File: src/rtl/bba_pkg.sv
// ---------------------------------------------------------------------------
// bba_pkg
// Types and constants shared by the buddy allocator controller and datapath.
// ---------------------------------------------------------------------------
`default_nettype none
package bba_pkg;

  localparam int NumBlocks = 256;
  localparam int Levels    = 9;
  localparam int BlkW      = 8;
  localparam int CntW      = 9;
  localparam int LvW       = 4;
  localparam int StepW     = 9;

  localparam logic [1:0] ST_OK      = 2'd0;
  localparam logic [1:0] ST_NO_FREE = 2'd1;
  localparam logic [1:0] ST_BAD     = 2'd2;

  localparam logic OP_ALLOC = 1'b0;
  localparam logic OP_FREE  = 1'b1;

  typedef enum logic [3:0] {
    CMD_NONE,
    CMD_INIT_CLR,
    CMD_INIT_NEXT,
    CMD_LOAD,
    CMD_FREE_SET,
    CMD_SCAN,
    CMD_NOFREE,
    CMD_POP,
    CMD_POP_WR,
    CMD_SPLIT,
    CMD_REL_START,
    CMD_WALK_RD,
    CMD_WALK_ADV,
    CMD_UNLINK,
    CMD_CLR_CUR,
    CMD_PUSH
  } cmd_t;

  typedef struct packed {
    cmd_t cmd;
    logic finish;
  } ctl_t;

  typedef struct packed {
    logic init_done;
    logic bad;
    logic op;
    logic s_over;
    logic head_s_zero;
    logic s_gt_lv;
    logic rlv_top;
    logic walk_end;
    logic cur_hit;
    logic out_busy;
  } stat_t;

  typedef enum logic [3:0] {
    S_IDLE,
    S_INIT_CLR,
    S_INIT_CHK,
    S_CHK,
    S_SCAN,
    S_POP,
    S_POP_WR,
    S_SPLIT_CHK,
    S_REL_START,
    S_WALK_CHK,
    S_WALK_ADV,
    S_HIT_RD,
    S_UNLINK,
    S_CLR,
    S_FINISH
  } state_t;

  typedef enum logic [1:0] {
    CTX_INIT,
    CTX_ALLOC,
    CTX_FREE
  } ctx_t;

endpackage
`default_nettype wire

File: src/rtl/bba_ctrl.sv
// ---------------------------------------------------------------------------
// bba_ctrl
// Sequencer for rebuild, allocate, split, buddy search, merge and push.
// ---------------------------------------------------------------------------
`default_nettype none
module bba_ctrl (
  input  wire logic           clk,
  input  wire logic           rst,
  input  wire logic           cfg_we,
  input  wire logic           in_valid,
  output logic                in_ready,
  input  bba_pkg::stat_t      stat,
  output bba_pkg::ctl_t       ctl
);

  bba_pkg::state_t state, state_next;
  bba_pkg::ctx_t   ctx, ctx_next;

  always_ff @(posedge clk) begin
    if (rst) begin
      state <= bba_pkg::S_INIT_CLR;
      ctx   <= bba_pkg::CTX_INIT;
    end else if (cfg_we) begin
      state <= bba_pkg::S_INIT_CLR;
      ctx   <= bba_pkg::CTX_INIT;
    end else begin
      state <= state_next;
      ctx   <= ctx_next;
    end
  end

  always_comb begin
    state_next = state;
    ctx_next   = ctx;
    ctl.cmd    = bba_pkg::CMD_NONE;
    ctl.finish = 1'b0;
    in_ready   = 1'b0;
    case (state)
      bba_pkg::S_IDLE: begin
        in_ready = !stat.out_busy;
        if (in_valid && !stat.out_busy) begin
          ctl.cmd    = bba_pkg::CMD_LOAD;
          state_next = bba_pkg::S_CHK;
        end
      end
      bba_pkg::S_INIT_CLR: begin
        ctl.cmd    = bba_pkg::CMD_INIT_CLR;
        ctx_next   = bba_pkg::CTX_INIT;
        state_next = bba_pkg::S_INIT_CHK;
      end
      bba_pkg::S_INIT_CHK: begin
        if (stat.init_done) begin
          state_next = bba_pkg::S_IDLE;
        end else begin
          ctl.cmd    = bba_pkg::CMD_INIT_NEXT;
          state_next = bba_pkg::S_REL_START;
        end
      end
      bba_pkg::S_CHK: begin
        if (stat.bad) begin
          state_next = bba_pkg::S_FINISH;
        end else if (stat.op == bba_pkg::OP_ALLOC) begin
          ctx_next   = bba_pkg::CTX_ALLOC;
          state_next = bba_pkg::S_SCAN;
        end else begin
          ctl.cmd    = bba_pkg::CMD_FREE_SET;
          ctx_next   = bba_pkg::CTX_FREE;
          state_next = bba_pkg::S_REL_START;
        end
      end
      bba_pkg::S_SCAN: begin
        if (stat.s_over) begin
          ctl.cmd    = bba_pkg::CMD_NOFREE;
          state_next = bba_pkg::S_FINISH;
        end else if (stat.head_s_zero) begin
          ctl.cmd = bba_pkg::CMD_SCAN;
        end else begin
          state_next = bba_pkg::S_POP;
        end
      end
      bba_pkg::S_POP: begin
        ctl.cmd    = bba_pkg::CMD_POP;
        state_next = bba_pkg::S_POP_WR;
      end
      bba_pkg::S_POP_WR: begin
        ctl.cmd    = bba_pkg::CMD_POP_WR;
        state_next = bba_pkg::S_SPLIT_CHK;
      end
      bba_pkg::S_SPLIT_CHK: begin
        if (stat.s_gt_lv) begin
          ctl.cmd    = bba_pkg::CMD_SPLIT;
          state_next = bba_pkg::S_REL_START;
        end else begin
          state_next = bba_pkg::S_FINISH;
        end
      end
      bba_pkg::S_REL_START: begin
        if (stat.rlv_top) begin
          ctl.cmd = bba_pkg::CMD_PUSH;
          case (ctx)
            bba_pkg::CTX_INIT:  state_next = bba_pkg::S_INIT_CHK;
            bba_pkg::CTX_ALLOC: state_next = bba_pkg::S_SPLIT_CHK;
            default:            state_next = bba_pkg::S_FINISH;
          endcase
        end else begin
          ctl.cmd    = bba_pkg::CMD_REL_START;
          state_next = bba_pkg::S_WALK_CHK;
        end
      end
      bba_pkg::S_WALK_CHK: begin
        if (stat.walk_end) begin
          ctl.cmd = bba_pkg::CMD_PUSH;
          case (ctx)
            bba_pkg::CTX_INIT:  state_next = bba_pkg::S_INIT_CHK;
            bba_pkg::CTX_ALLOC: state_next = bba_pkg::S_SPLIT_CHK;
            default:            state_next = bba_pkg::S_FINISH;
          endcase
        end else if (stat.cur_hit) begin
          state_next = bba_pkg::S_HIT_RD;
        end else begin
          ctl.cmd    = bba_pkg::CMD_WALK_RD;
          state_next = bba_pkg::S_WALK_ADV;
        end
      end
      bba_pkg::S_WALK_ADV: begin
        ctl.cmd    = bba_pkg::CMD_WALK_ADV;
        state_next = bba_pkg::S_WALK_CHK;
      end
      bba_pkg::S_HIT_RD: begin
        ctl.cmd    = bba_pkg::CMD_WALK_RD;
        state_next = bba_pkg::S_UNLINK;
      end
      bba_pkg::S_UNLINK: begin
        ctl.cmd    = bba_pkg::CMD_UNLINK;
        state_next = bba_pkg::S_CLR;
      end
      bba_pkg::S_CLR: begin
        ctl.cmd    = bba_pkg::CMD_CLR_CUR;
        state_next = bba_pkg::S_REL_START;
      end
      bba_pkg::S_FINISH: begin
        ctl.finish = 1'b1;
        state_next = bba_pkg::S_IDLE;
      end
      default: state_next = bba_pkg::S_IDLE;
    endcase
  end

endmodule
`default_nettype wire

File: src/rtl/bba_datapath.sv
// ---------------------------------------------------------------------------
// bba_datapath
// Free list heads, link memory, walk registers and the result register.
// ---------------------------------------------------------------------------
`default_nettype none
module bba_datapath (
  input  wire logic                       clk,
  input  wire logic                       rst,
  input  wire logic                       cfg_we,
  input  wire logic [bba_pkg::CntW-1:0]   cfg_data,
  output logic [bba_pkg::CntW-1:0]        total_blocks,
  input  wire logic                       in_op,
  input  wire logic [bba_pkg::BlkW-1:0]   in_index,
  input  wire logic [bba_pkg::CntW-1:0]   in_count,
  input  bba_pkg::ctl_t                   ctl,
  output bba_pkg::stat_t                  stat,
  output logic                            out_valid,
  input  wire logic                       out_ready,
  output logic [1:0]                      out_status,
  output logic [bba_pkg::BlkW-1:0]        out_result
);

  localparam int BlkW = bba_pkg::BlkW;
  localparam int LvW  = bba_pkg::LvW;

  logic [BlkW-1:0] link_mem [bba_pkg::NumBlocks];
  logic [BlkW-1:0] head [bba_pkg::Levels];
  logic [BlkW-1:0] rdata;

  logic                    op;
  logic [LvW-1:0]          lv, s, rlv;
  logic [BlkW-1:0]         b, rb, cur, prev;
  logic [bba_pkg::StepW-1:0] steps;
  logic [bba_pkg::CntW-1:0]  init_i;
  logic [1:0]              st;

  logic [bba_pkg::CntW-1:0] region_n;
  logic [LvW-1:0]           req_lv;
  logic                     req_bad;
  logic [bba_pkg::CntW-1:0] size;
  logic [bba_pkg::CntW:0]   reach;
  logic [BlkW-1:0]          mate, bit_rlv, head_s, head_rlv;
  logic [BlkW-1:0]          rd_addr, wr_addr, wr_data;
  logic                     wr_en;
  logic [LvW-1:0]           s_dec;

  assign region_n = (total_blocks > bba_pkg::CntW'(bba_pkg::NumBlocks))
                  ? bba_pkg::CntW'(bba_pkg::NumBlocks) : total_blocks;

  always_comb begin
    req_lv = '0;
    for (int l = 0; l < bba_pkg::Levels; l++) begin
      if ((bba_pkg::CntW'(1) << l) < in_count) req_lv = req_lv + LvW'(1);
    end
  end

  assign size  = (req_lv < LvW'(bba_pkg::Levels)) ? (bba_pkg::CntW'(1) << req_lv) : '0;
  assign reach = {2'b00, in_index} + {1'b0, size};

  always_comb begin
    req_bad = 1'b0;
    if (in_count == '0 || req_lv >= LvW'(bba_pkg::Levels)) begin
      req_bad = 1'b1;
    end else if (in_op == bba_pkg::OP_FREE) begin
      if (in_index == '0 || (in_index & BlkW'(size - bba_pkg::CntW'(1))) != '0
          || reach > {1'b0, region_n})
        req_bad = 1'b1;
    end
  end

  assign bit_rlv  = BlkW'(1) << rlv;
  assign mate     = rb ^ bit_rlv;
  assign head_s   = (s < LvW'(bba_pkg::Levels)) ? head[s] : '0;
  assign head_rlv = (rlv < LvW'(bba_pkg::Levels)) ? head[rlv] : '0;
  assign s_dec    = s - LvW'(1);

  assign stat.init_done   = (init_i >= region_n);
  assign stat.bad         = (st == bba_pkg::ST_BAD);
  assign stat.op          = op;
  assign stat.s_over      = (s >= LvW'(bba_pkg::Levels));
  assign stat.head_s_zero = (head_s == '0);
  assign stat.s_gt_lv     = (s > lv);
  assign stat.rlv_top     = (rlv >= LvW'(bba_pkg::Levels - 1));
  assign stat.walk_end    = (cur == '0) || (steps >= bba_pkg::StepW'(bba_pkg::NumBlocks));
  assign stat.cur_hit     = (cur == mate);
  assign stat.out_busy    = out_valid && !out_ready;

  assign rd_addr = (ctl.cmd == bba_pkg::CMD_POP) ? head_s : cur;

  always_comb begin
    wr_en   = 1'b0;
    wr_addr = cur;
    wr_data = '0;
    case (ctl.cmd)
      bba_pkg::CMD_POP_WR: begin
        wr_en   = 1'b1;
        wr_addr = b;
      end
      bba_pkg::CMD_UNLINK: begin
        wr_en   = (prev != '0);
        wr_addr = prev;
        wr_data = rdata;
      end
      bba_pkg::CMD_CLR_CUR: begin
        wr_en   = 1'b1;
        wr_addr = cur;
      end
      bba_pkg::CMD_PUSH: begin
        wr_en   = 1'b1;
        wr_addr = rb;
        wr_data = head_rlv;
      end
      default: wr_en = 1'b0;
    endcase
  end

  always_ff @(posedge clk) begin
    if (wr_en) link_mem[wr_addr] <= wr_data;
    rdata <= link_mem[rd_addr];
  end

  always_ff @(posedge clk) begin
    if (rst) begin
      total_blocks <= bba_pkg::CntW'(bba_pkg::NumBlocks);
    end else if (cfg_we) begin
      total_blocks <= cfg_data;
    end
  end

  always_ff @(posedge clk) begin
    case (ctl.cmd)
      bba_pkg::CMD_INIT_CLR: begin
        for (int l = 0; l < bba_pkg::Levels; l++) head[l] <= '0;
        init_i <= bba_pkg::CntW'(1);
      end
      bba_pkg::CMD_INIT_NEXT: begin
        rb     <= init_i[BlkW-1:0];
        rlv    <= '0;
        init_i <= init_i + bba_pkg::CntW'(1);
      end
      bba_pkg::CMD_LOAD: begin
        op <= in_op;
        lv <= req_lv;
        s  <= req_lv;
        rb <= in_index;
        st <= req_bad ? bba_pkg::ST_BAD : bba_pkg::ST_OK;
      end
      bba_pkg::CMD_FREE_SET: rlv <= lv;
      bba_pkg::CMD_SCAN:     s <= s + LvW'(1);
      bba_pkg::CMD_NOFREE:   st <= bba_pkg::ST_NO_FREE;
      bba_pkg::CMD_POP:      b <= head_s;
      bba_pkg::CMD_POP_WR:   head[s] <= rdata;
      bba_pkg::CMD_SPLIT: begin
        s   <= s_dec;
        rlv <= s_dec;
        rb  <= b + (BlkW'(1) << s_dec);
      end
      bba_pkg::CMD_REL_START: begin
        cur   <= head_rlv;
        prev  <= '0;
        steps <= '0;
      end
      bba_pkg::CMD_WALK_ADV: begin
        prev  <= cur;
        cur   <= rdata;
        steps <= steps + bba_pkg::StepW'(1);
      end
      bba_pkg::CMD_UNLINK: if (prev == '0) head[rlv] <= rdata;
      bba_pkg::CMD_CLR_CUR: begin
        rb  <= rb & ~bit_rlv;
        rlv <= rlv + LvW'(1);
      end
      bba_pkg::CMD_PUSH: head[rlv] <= rb;
      default: ;
    endcase
  end

  always_ff @(posedge clk) begin
    if (rst) begin
      out_valid <= 1'b0;
    end else if (ctl.finish) begin
      out_valid <= 1'b1;
    end else if (out_ready) begin
      out_valid <= 1'b0;
    end
  end

  always_ff @(posedge clk) begin
    if (ctl.finish) begin
      out_status <= st;
      out_result <= (op == bba_pkg::OP_ALLOC && st == bba_pkg::ST_OK) ? b : '0;
    end
  end

endmodule
`default_nettype wire

File: src/rtl/buddy_block_allocator_top.sv
// ---------------------------------------------------------------------------
// buddy_block_allocator_top
// Buddy allocator over 256 blocks with an APB register for the region size.
// ---------------------------------------------------------------------------
// A rejected request goes straight to finish; otherwise the time grows with
// the work. An allocate takes longer for each level scanned and each split,
// and a free for each merge step and each free list link walked, since
// every link read goes through the single registered port of the link
// memory. A free at the top level is pushed without a buddy search. After
// reset and after each write of total_blocks the lists are rebuilt by
// freeing blocks 1 to n-1 in turn, and no word is accepted until the
// rebuild is done. The result word sits in an output register, but no new
// request is taken while a result waits for out_ready.
`default_nettype none
module buddy_block_allocator_top (
  input  wire logic        clk,
  input  wire logic        rst,
  input  wire logic        psel,
  input  wire logic        penable,
  input  wire logic        pwrite,
  input  wire logic [2:0]  paddr,
  input  wire logic [31:0] pwdata,
  output logic [31:0]      prdata,
  output logic             pready,
  input  wire logic        in_valid,
  output logic             in_ready,
  input  wire logic        op,
  input  wire logic [7:0]  block_index,
  input  wire logic [8:0]  block_count,
  output logic             out_valid,
  input  wire logic        out_ready,
  output logic [1:0]       status,
  output logic [7:0]       result_index
);

  bba_pkg::ctl_t  ctl;
  bba_pkg::stat_t stat;
  logic           cfg_we;
  logic [8:0]     total_blocks;

  assign pready = 1'b1;
  assign cfg_we = psel && penable && pwrite && (paddr[2] == 1'b0);
  assign prdata = (paddr[2] == 1'b0) ? {23'd0, total_blocks} : 32'd0;

  bba_ctrl u_ctrl (
    .clk      (clk),
    .rst      (rst),
    .cfg_we   (cfg_we),
    .in_valid (in_valid),
    .in_ready (in_ready),
    .stat     (stat),
    .ctl      (ctl)
  );

  bba_datapath u_dp (
    .clk          (clk),
    .rst          (rst),
    .cfg_we       (cfg_we),
    .cfg_data     (pwdata[8:0]),
    .total_blocks (total_blocks),
    .in_op        (op),
    .in_index     (block_index),
    .in_count     (block_count),
    .ctl          (ctl),
    .stat         (stat),
    .out_valid    (out_valid),
    .out_ready    (out_ready),
    .out_status   (status),
    .out_result   (result_index)
  );

endmodule
`default_nettype wire
File: config.mk
export PLATFORM = sky130hd
export DESIGN_NAME = buddy_block_allocator_top
export DESIGN_NICKNAME = d
export VERILOG_FILES = /design/src/rtl/bba_pkg.sv /design/src/rtl/bba_ctrl.sv /design/src/rtl/bba_datapath.sv /design/src/rtl/buddy_block_allocator_top.sv
export SDC_FILE = /design/constraint.sdc
export NUM_CORES = 2
export LEC_CHECK = 0
export BUFFER_PORTS_ARGS = -buffer_cell sky130_fd_sc_hd__buf_2
export CAP_MARGIN = 10
export CORE_ASPECT_RATIO = 0.6
export CORE_UTILIZATION = 51
export DETAILED_ROUTE_END_ITERATION = 12
export PLACE_DENSITY = 0.72
export SKIP_LAST_GASP = 1
export SLEW_MARGIN = 15
export SYNTH_ARGS = -nofsm -noshare
export SYNTH_HDL_FRONTEND = slang
export SYNTH_SLANG_ARGS = --single-unit
File: constraint.sdc
create_clock -name clk -period 16.9 [get_ports clk]
set_clock_uncertainty 0.2 [all_clocks]
set_input_delay 0 -clock clk [delete_from_list [all_inputs] [get_ports clk]]
set_output_delay 0 -clock clk [all_outputs]
set_load 0.05 [all_outputs]
==> flow_summary_export.csv <==
group,metric,value,unit
outcome,status,"completed",
cells_and_area,stdcell_count,9461,
pwr,ir_drop,0.09762,mV
critical_path,worstSetupPathType,"in -> reg",
yosys,async_flop_share,0,
die,die_h,338.9,µm
route,antenna_left,0,
grt,grt-ovfl-total,0,
timing,drv_slew,0,
grt,grt_pass1_wl,392900,µm
route,drtPass1Iterations,13,
pwr,pwr_density_cell,141.1,nW/µm²
critical_path,r2r-end,"u_dp.rdata[4]",
yosys,syn_area,96470,µm²
grt,track_usage,0.2798,
route,drt-wirelength-per-cell,28.85,µm
grt,grt_max_degree,249,
critical_path,cp.required,17300,ps
placed_design,gp_congestion,0.9611,
placed_design,io_buffers,55,
clocking,cts_made_buffers,198,
timing,hold_violations,0,
route,via_per_inst,6.578,
grt,grt_pass1_vias,57970,
die,coreArea,187600,µm²
worst_hold_path,hold_path_end,"u_dp.rb[2]",
timing,rsz0062_at_grt,"false",
critical_path,cpMaxStageDelayCell,"nor4_1",
worst_hold_path,hp-class,"in -> reg",
timing,fin_tns_setup,0,ps
die,num_rows,123,
cells_and_area,area_delta_synth_final,9.536,%
timing,slew_headroom,0.06783,
timing,setup_viol,0,
die,io_pins,105,
placed_design,dpl.hpwl,163000,µm
timing,fin_crit_sh,0.5912,
grt,antenna_found_initial,7,
route,wl,272900,µm
route,vias,62230,
critical_path,r2r.worst_path.cells,16,
die,start_util,0.5142,
clocking,cts_tree,"yes",
yosys,ys_warn_count,0,
die,die_width,563.5,µm
timing,max_slew.worst_pin.slew,1385,ps
yosys,ys_ff_latch,2283,
critical_path,r2r_setup_slack,8810,ps
clocking,clockBufferDepth,4,
yosys,yosysSeqAreaShare,0.7073,
placed_design,dpl.cell_count,9046,
clocking,cts_setup_buffers,0,
critical_path,endpoint_kind,"flop",
route,drtIter0Drc,11000,
cells_and_area,drive_gt1_frac,0.1037,
critical_path,cp_slowest_stage_delay,640,ps
clocking,cts.sinks,2283,
pwr,leakagePower,34.30,nW
yosys,ys.flop_type,"edfxtp_1",
worst_hold_path,hold-path-cell-count,4,
yosys,ys_types,93,
route,drc,0,
clocking,cts_resized,0,
critical_path,startpoint_type,"primary input",
worst_hold_path,hp-start,"block_index[2]",
cells_and_area,nets,6940,
timing,max_freq,100.1,MHz
yosys,synthCells,6850,
clocking,h-tree-depth,4,
clocking,cts_hold_buf,63,
critical_path,r2r_start,"u_dp.s[0]",
critical_path,crit_arrival,10390,ps
critical_path,cp_max_fo,13,
clocking,cts.clk_slew.worst_paths,60,ps
yosys,syn_area_per_cell,14.08,µm²
flow_run,cap_violations,0,
timing,finalCriticalPeriod,9991,ps
die,dieArea,191000,µm²
cells_and_area,final_util,0.5633,
critical_path,path_common_cell,"ha_1",
yosys,synth-edff-count,2251,
clocking,clock_latency,860,ps
clocking,cts_root_buffer,"clkbuf_16",
## sequential cells by signal (all words and copies together) (netlist names), 8 cells and up, named ones only
| register | flops |
|---|---|
| u_dp.out_result | 8 |
| u_dp.total_blocks | 9 |
| u_dp.rb | 8 |
| u_dp.cur | 8 |
| u_dp.head | 128 |
| u_dp.rdata | 8 |
| u_dp.link_mem | 2048 |
| u_dp.b | 8 |
| u_dp.steps | 9 |
| u_dp.init_i | 9 |
| u_dp.prev | 8 |
## synth_stat cells (38+ instances only)
cell | number | area (µm²)
ha_1 | 67 | 838.3
o41ai_1 | 48 | 420.4
a221oi_1 | 105 | 919.6
mux4_2 | 73 | 1644
o21ai_0 | 219 | 1096
mux2_2 | 128 | 1441
mux2i_1 | 325 | 3253
nor2_1 | 466 | 1749
and2_1 | 42 | 262.8
a311oi_1 | 44 | 385.4
nand4_1 | 46 | 287.8
nor4_1 | 38 | 237.7
a31oi_1 | 98 | 613.1
nand2_1 | 887 | 3329
nand3_1 | 383 | 1917
and3_1 | 61 | 381.6
clkbuf_1 | 229 | 859.6
a21oi_1 | 332 | 1662
a211o_1 | 41 | 359.1
inv_1 | 45 | 168.9
buf_4 | 66 | 495.5
edfxtp_1 | 2251 | 67590
nor3_1 | 50 | 250.2
a211oi_1 | 116 | 870.8
buf_2 | 153 | 765.7
o22ai_1 | 87 | 544.3
## layer usage
metal  vias up  GRT usage  wire length [µm]
met3       525     0.1115             43930
met4        14    0.07340              7651
li1      26290          -                 -
met5         -          0                95
met1     31010     0.4233            110800
met2      4392     0.3714            110500
## kinds of logic (layout without fill, tap and decap cells)
group | after synthesis | count (layout) | synth area share
muxes | 527 | 527 | 0.06585
and+or+nand+nor | 2058 | 2058 | 0.09330
DFF | 2283 | 2283 | 0.7073
buffers and inverters | 556 | 640 | 0.02808
other | 2 | 29 | 0.00007785
adders and majority gates | 69 | 69 | 0.009105
AOI/OAI and AO/OA | 1310 | 1310 | 0.09192
xor gates and xnor gates | 45 | 45 | 0.004358
## layout by cell type (no fill, tap or decap), types with 26 or more instances in the layout
cell,instances
a311oi_1,44
nand3_1,383
o22ai_1,87
mux2_2,128
clkbuf_1,40
edfxtp_1,2251
nor3_1,48
o41ai_1,48
dlygate4sd3_1,63
and2_1,40
nor2_1,461
ha_1,67
buf_2,55
a221oi_1,105
and3_1,61
a21oi_1,332
a31oi_1,98
inv_1,45
mux2i_1,324
a222oi_1,26
a211oi_1,115
clkinv_1,42
clkinv_2,32
nand4_1,46
o21ai_0,211
mux4_2,73
buf_4,118
nor4_1,35
a211o_1,41
dfxtp_1,31
nand2_1,882
clkbuf_16,199
## worst max-delay path: cells and delay by family
| kind | cells | cell delay [ps] |
|---|---|---|
| buf+inv | 5 | 1980 |
| xor+xnor | 3 | 930 |
| simple gates | 8 | 1870 |
| fa+ha+maj | 7 | 2120 |
| compound gates | 17 | 3470 |
## per-stage QoR
stage | setup slack, ps | total power [mW] | instance area (µm²) | hold WS (ps)
after floorplan | 2924 | 9.090 | 96550 | -101.1
after global placement | 8060 | 10.18 | 98660 | 18.46
after detailed placement | 7999 | 10.26 | 98660 | 23.30
after CTS | 7276 | 14.76 | 105600 | 17.68
after global routing | 6258 | 15.29 | 105700 | 39.22
final | 6909 | 14.91 | 105700 | 60.66
## worst max-delay path by stage
stage               slack, ps           start  depth (start not counted)                  end
floorplan                2920            flop                          6  u_dp.link_mem[0][2]
global placement         8060  block_count[8]                         37           u_dp.st[1]
detailed placement       8000  block_count[8]                         37           u_dp.st[1]
CTS                      7280  block_count[8]                         40           u_dp.st[1]
global route             6260  block_count[8]                         40           u_dp.st[1]
finish                   6910  block_count[8]                         40           u_dp.st[1]
## layout make-up
cell class | instances | area [µm²]
clock buffer | 240 | 5144
tap | 2500 | 3128
sequential | 2283 | 68240
inverter | 52 | 197.7
fill | 14330 | 81930
timing repair buffer | 243 | 1939
clock inverter | 105 | 1157
multi-input combinational | 4033 | 25860
antenna | 5 | 12.51
## where the power goes
part | internal [mW] | leakage, nW | switching [mW]
Combinational | 1.08 | 11.3 | 2.53
Sequential | 6.53 | 19.9 | 0.189
Clock | 2.54 | 3.08 | 2.03
Total | 10.2 | 34.3 | 4.75
Note: power is estimated with default switching activity, not from simulation.
